--- config.mk ---
export PLATFORM = sky130hd
export DESIGN_NAME = ipdc_back
export DESIGN_NICKNAME = d
export VERILOG_FILES = /design/src/rtl/ipdc_pkg.sv /design/src/rtl/ipdc_back.sv
export SDC_FILE = /design/constraint.sdc
export NUM_CORES = 1
export LEC_CHECK = 0
export BUFFER_PORTS_ARGS = -buffer_cell sky130_fd_sc_hd__buf_4
export CAP_MARGIN = 40
export CORE_UTILIZATION = 28
export DETAILED_ROUTE_END_ITERATION = 12
export GPL_ROUTABILITY_DRIVEN = 0
export GPL_TIMING_DRIVEN = 0
export PLACE_DENSITY = 0.45
export SETUP_SLACK_MARGIN = 0.4
export SLEW_MARGIN = 20
export SYNTH_ARGS = -nofsm -noshare
export SYNTH_HDL_FRONTEND = slang
export SYNTH_SLANG_ARGS = --single-unit
--- constraint.sdc ---
create_clock -name clk -period 11.6 [get_ports clk]
set_clock_uncertainty 0.2 [all_clocks]
set_input_delay 2.32 -clock clk [delete_from_list [all_inputs] [get_ports clk]]
set_output_delay 2.32 -clock clk [all_outputs]
set_load 0.005 [all_outputs]
--- src/rtl/ipdc_pkg.sv ---
// shared types and constants for the image pair difference checker
`timescale 1ns / 1ps

package ipdc_pkg;

  // changed-pixel counter width, limited by the 24-bit result field
  localparam int COUNT_BITS  = 24;
  localparam int FIELD_CNT_W = 24;
  localparam int CNT_W       = (COUNT_BITS < FIELD_CNT_W) ? COUNT_BITS : FIELD_CNT_W;

  // highlight scaling: score times eight, clamped
  localparam int         AMP_SHIFT  = 3;
  localparam int         AMP_W      = 8 + AMP_SHIFT;
  localparam logic [7:0] HILITE_MAX = 8'hFF;

  // queue between classifier and accumulator
  localparam int Q_DEPTH = 4;
  localparam int Q_PTR_W = $clog2(Q_DEPTH);
  localparam int Q_CNT_W = $clog2(Q_DEPTH + 1);

  // register port
  localparam int ADDR_W = 3;
  localparam int DATA_W = 32;

  typedef enum logic {
    REG_THRESHOLD = 1'b0,
    REG_BUDGET    = 1'b1
  } reg_idx_t;

  // one classified pixel
  typedef struct packed {
    logic [7:0] score;
    logic       changed;
    logic [7:0] highlight;
    logic       last;
  } pix_entry_t;

  // queue status
  typedef struct packed {
    logic full;
    logic empty;
  } q_status_t;

endpackage

--- src/rtl/ipdc_back.sv ---
// back end: image accumulators, verdict and result register
`timescale 1ns / 1ps

module ipdc_back (
  input  logic                 clk,
  input  logic                 rst_n,
  input  logic [7:0]           threshold,
  input  logic [23:0]          budget,
  input  ipdc_pkg::pix_entry_t entry,
  input  logic                 entry_avail,
  output logic                 entry_pop,
  output logic                 out_valid,
  input  logic                 out_stall,
  output logic [7:0]           out_pixel_score,
  output logic                 out_pixel_changed,
  output logic [7:0]           out_highlight_red,
  output logic                 out_image_done,
  output logic                 out_image_pass,
  output logic [7:0]           out_peak_score,
  output logic [23:0]          out_changed_count,
  output logic [31:0]          out_score_sum
);
  import ipdc_pkg::*;

  localparam logic [CNT_W-1:0] CNT_MAX = '1;

  logic [7:0]       peak_r, peak_nxt;
  logic [CNT_W-1:0] cnt_r, cnt_nxt;
  logic [31:0]      sum_r, sum_nxt;
  logic [32:0]      sum_add;
  logic             valid_r, valid_nxt;
  logic             pass;

  logic [7:0]  score_r;
  logic        changed_r;
  logic [7:0]  highlight_r;
  logic        done_r;
  logic        pass_r;
  logic [7:0]  peak_out_r;
  logic [23:0] cnt_out_r;
  logic [31:0] sum_out_r;

  // take an entry when the result register is free or being drained
  assign entry_pop = entry_avail && (!valid_r || !out_stall);

  // running totals including this pixel
  assign sum_add  = {1'b0, sum_r} + 33'(entry.score);
  assign peak_nxt = (entry.score > peak_r) ? entry.score : peak_r;
  assign cnt_nxt  = (entry.changed && cnt_r != CNT_MAX) ? cnt_r + 1'b1 : cnt_r;
  assign sum_nxt  = sum_add[32] ? '1 : sum_add[31:0];
  assign pass     = (peak_nxt <= threshold) && (24'(cnt_nxt) <= budget);

  assign valid_nxt = entry_pop || (valid_r && out_stall);

  // accumulators and result valid
  always_ff @(posedge clk) begin
    if (!rst_n) begin
      peak_r  <= '0;
      cnt_r   <= '0;
      sum_r   <= '0;
      valid_r <= 1'b0;
    end else begin
      valid_r <= valid_nxt;
      if (entry_pop) begin
        if (entry.last) begin
          peak_r <= '0;
          cnt_r  <= '0;
          sum_r  <= '0;
        end else begin
          peak_r <= peak_nxt;
          cnt_r  <= cnt_nxt;
          sum_r  <= sum_nxt;
        end
      end
    end
  end

  // result payload
  always_ff @(posedge clk) begin
    if (entry_pop) begin
      score_r     <= entry.score;
      changed_r   <= entry.changed;
      highlight_r <= entry.highlight;
      done_r      <= entry.last;
      pass_r      <= entry.last && pass;
      peak_out_r  <= entry.last ? peak_nxt : 8'd0;
      cnt_out_r   <= entry.last ? 24'(cnt_nxt) : 24'd0;
      sum_out_r   <= entry.last ? sum_nxt : 32'd0;
    end
  end

  assign out_valid         = valid_r;
  assign out_pixel_score   = score_r;
  assign out_pixel_changed = changed_r;
  assign out_highlight_red = highlight_r;
  assign out_image_done    = done_r;
  assign out_image_pass    = pass_r;
  assign out_peak_score    = peak_out_r;
  assign out_changed_count = cnt_out_r;
  assign out_score_sum     = sum_out_r;

endmodule

# Word level (Yosys, flattened, before mapping)
# Index checks and enable logic that the tools add are counted.
# classes
addsub	2
magnitude_cmp	3
n_eq_ne	1
mux	6
reduce_logical	9
# op_table
operator	count
$mux W32	2
$mux W24	2
$add A32 B8 Y33	1
$add A24 B1 Y24 const B	1
$le A24 B24 Y1	1
$ne A24 B24 Y1 const B	1
$mux W8	2
$gt A8 B8 Y1	1
$le A8 B8 Y1	1
$logic_and A1 B1 Y1	5
$logic_not A1 Y1	2
$logic_or A1 B1 Y1	2
# word_totals
ff_bits	148
inputBits	54
out_inout_bits	85
word_cells	33

# Longest topological paths before layout
# Gate-level depths: netlist (run 1).
# logic_depth
word_depth	6
mapped_depth	14
mapped_depth_nobuf	14

# Worst setup path before layout (run 1)
# No wires, ideal clock.
# synth_path
path_kind	input-to-output
start	in entry_avail
end	out entry_pop
t_arrival_ns	5.186
t_required_ns	9.080
slack_ns	3.894
path_stages	3
n_path_buf	1
path_cell_list	a21bo_2 -> inv_1 -> clkbuf_1
# synth_between
elab_chain_cells	1
# synth_rtl
item	line_no	text
from (decl)	ipdc_back.sv:10	input logic entry_avail,
$logic_and A1 B1 Y1	ipdc_back.sv:44	assign entry_pop = entry_avail && (!valid_r || !out_stall);
to (decl)	ipdc_back.sv:11	output logic entry_pop,
# No other way between the ends.

# Worst setup path after layout (run 1)
# layout_path
start	in out_stall
end	out entry_pop
# layout_between
elab_chain_cells	3
# layout_rtl
item	line_no	text
from (decl)	ipdc_back.sv:13	input logic out_stall,
$logic_not A1 Y1	ipdc_back.sv:44	
$logic_or A1 B1 Y1	ipdc_back.sv:44	
$logic_and A1 B1 Y1	ipdc_back.sv:44	
# No other way between the ends.

==> flow_summary.ini, run 1 <==
[pwr]
p_comb_frac = 0.111
pwr_density_cell_mw_per_mm2 = 124
seq_power_share = 0.458
swShare = 0.252
p_int_w = 0.000951
clock_power_share = 0.432
p_switching_w = 0.000321
irDropWorstVdd_uv = 77.9
p_leak_nw = 4.07

[sta]
fmax_mhz = 168
setup_tns_ns = 0
tightest_slew_ns = 0.829
rsz0062_at_grt = no
min_period_ns = 5.95
timing.hold.ws_ns = 0.258
slew_headroom = 0.442
slew_violations = 0
min_period_over_period = 0.513
hold_viol = 0
setup_viol = 0
fin_ws_ns = 5.65

[floorplanning]
io_pins = 139
num_rows = 61
core_sq_mm = 0.0281
die-area_sq_mm = 0.0295
initial_core_util = 0.288
die_w_microns = 172
die_h_microns = 172

[placement]
hpwl_mm = 17.3
post-place-ws_ns = 5.64
place_area_sq_mm = 0.00965
port_buffers = 137

[clocking]
holdBufCountCts = 0
tritoncts = built
cts_buffers = 17
cts_resized = 0
h-tree-depth = 4
clkSinkCount = 148
cts_buffer_depth = 2
post-cts-setup-buffers = 0
clock_latency_ns = 0.43
cts_root_buffer = clkbuf_16
path_clk_slew_ns = 0.06

[grt]
grt_pass1_wl_mm = 36.7
first_global_vias = 6466
antenna_found_initial = 0
grt_usage = 0.166
grt_start_max_net_pins = 47
grt.overflow.total = 0

[setup_path]
cpMaxStageDelayCell = clkbuf_4
crit_fanout = 8
crit_family = buffers and inverters
slowest_delay_ns = 0.33
crit_path_frequent_cell = buf_4
end_kind = output pin
cp-startpoint = out_stall
cp-start-kind = primary input
crit_type = primary input to output pin
arrival_ns = 3.43
crit_buf_inv = 4
worstPathRequired_ns = 9.08
path_cells = buf_4, a21bo_2, inv_1, clkbuf_4, buf_4
r2r-start = cnt_r[0]$_SDFFE_PN0P_

[routing]
drt_iter0_markers = 349
wl_per_cell_microns = 17.4
totalWireLength_mm = 24.0
firstDrtPassIters = 7
drc = 0
final_antenna_net_count = 0
vias_per_cell = 4.86
vias = 6728

[synthesis]
syn_area_sq_mm = 0.00808
ys_ff_latch = 148
yosysSeqAreaShare = 0.470
yosysMostFrequentCell = edfxtp_1
synth_edf_count = 83
ys_types = 66
synth.area.top_cells = edfxtp_1 31%, dfxtp_1 16%, ha_1 7.6%
synth_commonest_cells = 83 x edfxtp_1, 80 x a21oi_1, 65 x dfxtp_1
async_reset_ff_frac = 0
avgSynthCellArea_sq_um = 9.70
synth_nets = 937
yosys.area.top_type_share = 0.309
ys.flop_type = edfxtp_1
yosysTopAreaCell = edfxtp_1
synth_cells = 833
yosys_warnings = 0

[cells_and_area]
postLayoutCellArea_sq_mm = 0.0102
fin_util = 0.364
area_delta_synth_final_pct = 26.6
diodes = 0
layout.nets = 1097
drive_above_1_share = 0.204

[flow_run]
drv_cap = 0

[status]
outcome = completed

[worst_hold_path]
hold_path.class = flip-flop to flip-flop
min_from = sum_r[3]$_SDFFE_PN0P_
cells by family (layout without fill, tap and decap cells):
kind of cell    after synthesis  in the layout  share of synthesized area
mux                          14             14                     0.0184
simple gates                266            266                      0.175
flops                       148            148                      0.470
buf+inv                      99            272                     0.0485
compound gates              216            216                      0.167
xor+xnor                     40             40                     0.0434
fa+ha+maj                    50             50                     0.0784
worst reg2reg max path, stage by stage (launching register included):
cell and delay, ns:
dfxtp_1 0.43, ha_1 0.25, nand3_1 0.10, nor4_1 0.74, a21boi_1 0.41, and4_1 0.37, xor2_1 0.25, ha_1 0.31
a21oi_1 0.17, a21oi_1 0.15, a211o_1 0.37, a211o_1 0.34, a221oi_1 0.27
path summary, 6_finish.rpt:
check                           slack, ns                  endpoint  depth (start not counted)
worst max-delay path                 5.65                 entry_pop                          5
worst min register to register       0.26     sum_r[3]$_SDFFE_PN0P_                          2
worst min-delay path                 0.26     sum_r[3]$_SDFFE_PN0P_                          2
worst max register to register       7.08  out_image_pass$_DFFE_PP_                         12
per-layer routing:
metal  up-vias  share of wire  GRT usage
met2       162           0.47      0.274
met1      3186           0.48      0.224
met3        16          0.045     0.0307
met4         0         0.0087     0.0369
li1       3364              -          -
met5         -              0          0
layout make-up:
cell class                 count  area [sq um]
buffer                        45           193
clock buffer                  21           470
clock inverter                11           101
fill                        2950         17900
inverter                      54           203
multi-input combinational    586          3890
sequential                   148          3790
tap                          378           473
timing repair buffer         141          1100
placed cells by master (no fill, tap or decap), drive strengths merged, types with 9 or more instances in the layout:
cell type and instances:
buf 152, edfxtp 83, a21oi 80, dfxtp 65, nor2 56, inv 55
clkbuf 55, nand2 51, ha 49, o21ai 49, and2 32, xnor2 28
nand3 24, nor3 22, nand4 20, a31oi 15, xor2 12, and4 11
a21o 11, and3 10, a22o 9
state kept, by name, summed over array words and instances (netlist names), 8 cells and up:
register and flops:
out_score_sum 32, peak_r 8, out_peak_score 8, out_changed_count 24, sum_r 32, out_pixel_score 8, cnt_r 24, out_highlight_red 8
power by group through the flow:
stage | combinational, W | sequential [W] | clock (W)
after CTS | 0.000143 | 0.000582 | 0.000565
after floorplan | 0.0000652 | 0.000597 | 0
after detailed placement | 0.000142 | 0.000594 | 0
final | 0.000141 | 0.000582 | 0.000549
after global placement | 0.000139 | 0.000597 | 0
after global routing | 0.000157 | 0.000584 | 0.000587
per-stage QoR:
| step | std cells | total power, W |
|---|---|---|
| 4_1_cts | 1383 | 0.00129 |
| 3_5_place_dp | 1351 | 0.000736 |
| 3_3_place_gp | 1348 | 0.000735 |
| 6_report | 1384 | 0.00127 |
| 5_1_grt | 1384 | 0.00133 |
| 2_1_floorplan | 833 | 0.000662 |
Note: power is estimated with default switching activity, not from simulation.
==> run 2, diff against run 1 <==
--- a/config.mk
+++ b/config.mk
@@ -11,7 +11,7 @@
 export DETAILED_ROUTE_END_ITERATION = 12
 export GPL_ROUTABILITY_DRIVEN = 0
 export GPL_TIMING_DRIVEN = 0
-export PLACE_DENSITY = 0.45
+export PLACE_DENSITY = 0.46
 export SETUP_SLACK_MARGIN = 0.4
 export SLEW_MARGIN = 20
 export SYNTH_ARGS = -nofsm -noshare
==> constraint.sdc (replaced) <==
create_clock -name clk -period 4.9 [get_ports clk]
set_clock_uncertainty 0.2 [all_clocks]
set_input_delay 0.98 -clock clk [delete_from_list [all_inputs] [get_ports clk]]
set_output_delay 0.98 -clock clk [all_outputs]
set_load 0.005 [all_outputs]
==> run 2 against run 1 <==
Die area unchanged. Combinational power increased by 130%. Global-route usage decreased by 0.26 points. Largest cell class unchanged. Design area grew 0.64%. Clock-buffer cell count shrank 4. Clock power grew to 2.6 times the previous value. Highest routed layer unchanged.
==> flow_summary.ini, run 2 (synthesis gave the netlist of run 1 again) <==
[setup_path]
worstPathRequired_ns = 4.94
crit_buf_inv = 0
crit_family = compound AO/OA/AOI/OAI gates
cp-start-kind = flip-flop
cpMaxStageDelayCell = dfxtp_1
crit_fanout = 9
slowest_delay_ns = 0.43
arrival_ns = 4.10
end_kind = flip-flop
crit_type = flip-flop to flip-flop
path_cells = ha_1, nand3_1, nor4_4, a21boi_1, and4_1, xor2_1, ha_1, a21oi_1, a21oi_1, a211o_1, a211o_1, a221oi_1
ff2ff_path_depth = 12
path_depth = 12

[placement]
post-place-ws_ns = 0.389
hpwl_mm = 17.2
place_area_sq_mm = 0.00963
port_buffers = 137

[clocking]
cts_buffers = 17
cts_buffer_depth = 2
post-cts-setup-buffers = 0
tritoncts = built
path_clk_slew_ns = 0.07
cts_root_buffer = clkbuf_16
clkSinkCount = 148
h-tree-depth = 4
clock_latency_ns = 0.43
holdBufCountCts = 0

[floorplanning]
die-area_sq_mm = 0.0295
io_pins = 139
num_rows = 61
die_h_microns = 172
die_w_microns = 172
initial_core_util = 0.288
core_sq_mm = 0.0281

[cells_and_area]
drive_above_1_share = 0.206
layout.nets = 1096
fillers = 2960
fin_util = 0.366
layout_common_cells = 138 x buf_4, 83 x edfxtp_1, 80 x a21oi_1
final_common_cell = buf_4
diodes = 0
area_delta_synth_final_pct = 27.4
postLayoutCellArea_sq_mm = 0.0103

[grt]
antenna_found_initial = 0
grt.overflow.total = 0
first_global_vias = 6553
grt_pass1_wl_mm = 36.5
grt_usage = 0.163
grt_start_max_net_pins = 52

[sta]
hold_viol = 0
slew_headroom = 0.443
setup_tns_ns = 0
min_period_over_period = 0.829
tightest_slew_ns = 0.829
min_period_ns = 4.06
setup_viol = 0
fin_ws_ns = 0.838
rsz0062_at_grt = no
slew_violations = 0
fmax_mhz = 246

[routing]
wl_per_cell_microns = 17.1
vias = 6771
drc = 0
drt_iter0_markers = 356
final_antenna_net_count = 0
vias_per_cell = 4.90
firstDrtPassIters = 4
totalWireLength_mm = 23.6

[pwr]
irDropWorstVdd_uv = 176
pwr_density_cell_mw_per_mm2 = 304
p_leak_nw = 4.12

[flow_run]
drv_cap = 0

[worst_hold_path]
worstHoldPathCells = 2
hold_path.class = flip-flop to flip-flop

[status]
outcome = completed
==> run 2: cell count changes in the layout (fill, tap and decap cells not counted), sizes merged <==
cell	previous run	this run
inv	55	57
bufinv	1	4
buf	152	151
clkbuf	55	51
clkinvlp	4	0
clkinv	5	8
==> run 2: final timing paths <==
check | from | slack, ns | to
worst max register to register | cnt_r[0]$_SDFFE_PN0P_ | 0.84 | out_image_pass$_DFFE_PP_
worst max-delay path | cnt_r[0]$_SDFFE_PN0P_ | 0.84 | out_image_pass$_DFFE_PP_
worst min register to register | sum_r[2]$_SDFFE_PN0P_ | 0.26 | sum_r[2]$_SDFFE_PN0P_
worst min-delay path | sum_r[2]$_SDFFE_PN0P_ | 0.26 | sum_r[2]$_SDFFE_PN0P_
==> run 2: report_power, final <==
group / switching (W) / total [W] / internal, W / leakage, nW
logic: 0.000182 / 0.000328 / 0.000146 / 2.46
registers: 0.0000164 / 0.00138 / 0.00136 / 1.35
clock network: 0.000567 / 0.00143 / 0.000859 / 0.311
==> run 2: repair_timing <==
item                                   4_1_cts  5_1_grt
setup endpoints to repair                    1        1
gates cloned                                 0        0
gates resized for setup                      1        3
endpoints found under the hold margin        0        0
==> run 2: tightest hold or removal path, delay by kind of cell (launching register included) <==
kind            cells  cell delay (ns)
simple gates        1             0.05
flops               1             0.31
compound gates      1             0.05
==> run 2: per-layer routing <==
layer  global-route usage  up-vias  share of wire
li1                     -     3368              -
met2                0.268      183           0.47
met3               0.0309       23          0.050
met1                0.217     3197           0.46
met4               0.0496        0          0.013
met5                    0        -              0
==> run 2: cell type report <==
| type | count | area [sq um] | share of cell area |
|---|---|---|---|
| buffer | 45 | 199 | 0.0193 |
| tap | 378 | 473 | 0.0460 |
| sequential | 148 | 3790 | 0.369 |
| clock buffer | 17 | 425 | 0.0413 |
| multi-input combinational | 586 | 3920 | 0.381 |
| clock inverter | 15 | 203 | 0.0197 |
| inverter | 54 | 203 | 0.0197 |
| timing repair buffer | 140 | 1070 | 0.104 |
==> run 2: metrics by stage <==
| step | total power, W | cells | hold slack [ns] |
|---|---|---|---|
| after floorplan | 0.00156 | 833 | 0.229 |
| after global placement | 0.00174 | 1348 | 0.243 |
| after detailed placement | 0.00174 | 1350 | 0.250 |
| after CTS | 0.00317 | 1382 | 0.259 |
| after global routing | 0.00326 | 1383 | 0.278 |
| final | 0.00313 | 1383 | 0.262 |
==> run 3, diff against run 2 <==
==> constraint.sdc (replaced) <==
create_clock -name clk -period 3.4 [get_ports clk]
set_clock_uncertainty 0.2 [all_clocks]
set_input_delay 0.68 -clock clk [delete_from_list [all_inputs] [get_ports clk]]
set_output_delay 0.68 -clock clk [all_outputs]
set_load 0.005 [all_outputs]
==> run 3 against run 2 <==
The flow now finishes with violations (setup timing). Fmax up 15%. Global-route usage increased by 0.34 points. Worst hold slack got worse by 0.038 ns. Register-to-register slack got worse by 0.98 ns. First-iteration DRC count down 3.4%. Sequential share of layout area is 2.4 points lower. Power grew 43%. Via count increased by 1.1%. Worst setup slack worse by 0.98 ns. Routed wire length grew 3.3%. Flip-flop and latch count unchanged.
==> flow_summary.ini, run 3 (synthesis gave the netlist of run 1 again) <==
[status]
outcome = finished, violations left
violations = setup timing

[sta]
rsz0062_at_grt = yes
fmax_mhz = 282
setup_viol = 1
min_period_ns = 3.54
setup_tns_ns = -0.141
slew_violations = 0
min_period_over_period = 1.04
slew_headroom = 0.446
hold_viol = 0
tightest_slew_ns = 0.830
fin_ws_ns = -0.141

[flow_run]
drv_cap = 0

[clocking]
tritoncts = built
clock_latency_ns = 0.43
clkSinkCount = 148
cts_root_buffer = clkbuf_16
path_clk_slew_ns = 0.07
cts_buffers = 17
h-tree-depth = 4
cts_buffer_depth = 2

[floorplanning]
die-area_sq_mm = 0.0295
io_pins = 139
die_h_microns = 172
num_rows = 61
die_w_microns = 172
initial_core_util = 0.288
core_sq_mm = 0.0281

[routing]
totalWireLength_mm = 24.4
drc = 0
vias_per_cell = 4.83
wl_per_cell_microns = 17.2
drt_iter0_markers = 344
firstDrtPassIters = 5
final_antenna_net_count = 0
vias = 6845

[setup_path]
rrSetupSlack_ns = -0.14
worstPathRequired_ns = 3.45
cp-startpoint = cnt_r[9]$_SDFFE_PN0P_
endpoint = out_image_pass$_DFFE_PP_
cp-start-kind = flip-flop
crit_fanout = 6
arrival_ns = 3.59
crit_type = flip-flop to flip-flop
timing.rr.end = out_image_pass$_DFFE_PP_
ff2ff_path_depth = 15
end_kind = flip-flop
r2r-start = cnt_r[9]$_SDFFE_PN0P_

[cells_and_area]
fin_util = 0.394
final_common_cell = buf_4
diodes = 0
layout_common_cells = 172 x buf_4, 83 x edfxtp_1, 73 x a21oi_1
drive_above_1_share = 0.297
fillers = 2882
area_delta_synth_final_pct = 37.1
layout.nets = 1131

[grt]
met1_usage = 0.213
grt_pass1_wl_mm = 36.8
grt_usage = 0.167
antenna_found_initial = 0
grt.overflow.total = 0
first_global_vias = 6602
grt_start_max_net_pins = 49
grtUsageMet2 = 0.279
busiest_layer = met2
grt_util_met3 = 0.0304

[placement]
post-place-ws_ns = -0.690
port_buffers = 137
hpwl_mm = 17.1

[pwr]
p_leak_nw = 4.51
pwr_density_cell_mw_per_mm2 = 404
irDropWorstVdd_uv = 217

[worst_hold_path]
hold_path.class = primary input to flip-flop
run 3: per-layer routing:
| metal | vias to the layer above | wire length, microns |
|---|---|---|
| met5 | - | 0 |
| met1 | 3188 | 11000 |
| met4 | 0 | 528 |
| li1 | 3430 | - |
| met2 | 195 | 11700 |
| met3 | 32 | 1170 |
run 3: area by class of cell:
type,count,area [sq um],share of cell area
inverter,54,203,0.0183
tap,378,473,0.0427
clock inverter,12,155,0.0140
sequential,148,3820,0.345
timing repair buffer,175,1340,0.121
multi-input combinational,586,4360,0.394
clock buffer,20,447,0.0403
buffer,45,275,0.0249
run 3: through the flow:
step | power, W | instance area (sq um) | cells | hold WS (ns)
final | 0.00447 | 11100 | 1418 | 0.224
after global routing | 0.00466 | 11100 | 1418 | 0.203
after floorplan | 0.00227 | 8260 | 833 | 0.229
after global placement | 0.00252 | 9760 | 1348 | 0.244
after detailed placement | 0.00252 | 9800 | 1349 | 0.251
after CTS | 0.00453 | 10800 | 1402 | 0.206
run 3: how the worst min path moves through the flow:
stage	start	cells past startpoint	endpoint
after floorplan	sum_r[7]$_SDFFE_PN0P_	2	sum_r[7]$_SDFFE_PN0P_
after global placement	sum_r[6]$_SDFFE_PN0P_	2	sum_r[6]$_SDFFE_PN0P_
after detailed placement	sum_r[3]$_SDFFE_PN0P_	2	sum_r[3]$_SDFFE_PN0P_
after CTS	entry[8]	1	out_highlight_red[7]$_DFFE_PP_
after global routing	entry[2]	1	out_highlight_red[1]$_DFFE_PP_
final	entry[2]	1	out_highlight_red[1]$_DFFE_PP_
run 3: power by group:
part,internal (W),switching (W)
Clock,0.00118,0.000806
Combinational,0.000226,0.000273
Sequential,0.00196,0.0000238
run 3: worst max-delay path, stage by stage (launching register included):
cell and delay (ns):
dfxtp_2 0.32, buf_6 0.12, nand4_1 0.10, buf_6 0.14
nor3_4 0.05, buf_4 0.13, buf_4 0.14, a21oi_4 0.20
and4_4 0.28, xor2_2 0.17, ha_1 0.27, nand4_1 0.23
a21oi_2 0.11, a211o_1 0.31, a211o_1 0.33, a221oi_2 0.27
run 3: timing repair:
item	in CTS	in global routing
setup buffers	21	16
resized for setup	54	40
setup endpoints to repair	32	50
hold buffers	0	0
pin swaps	16	16
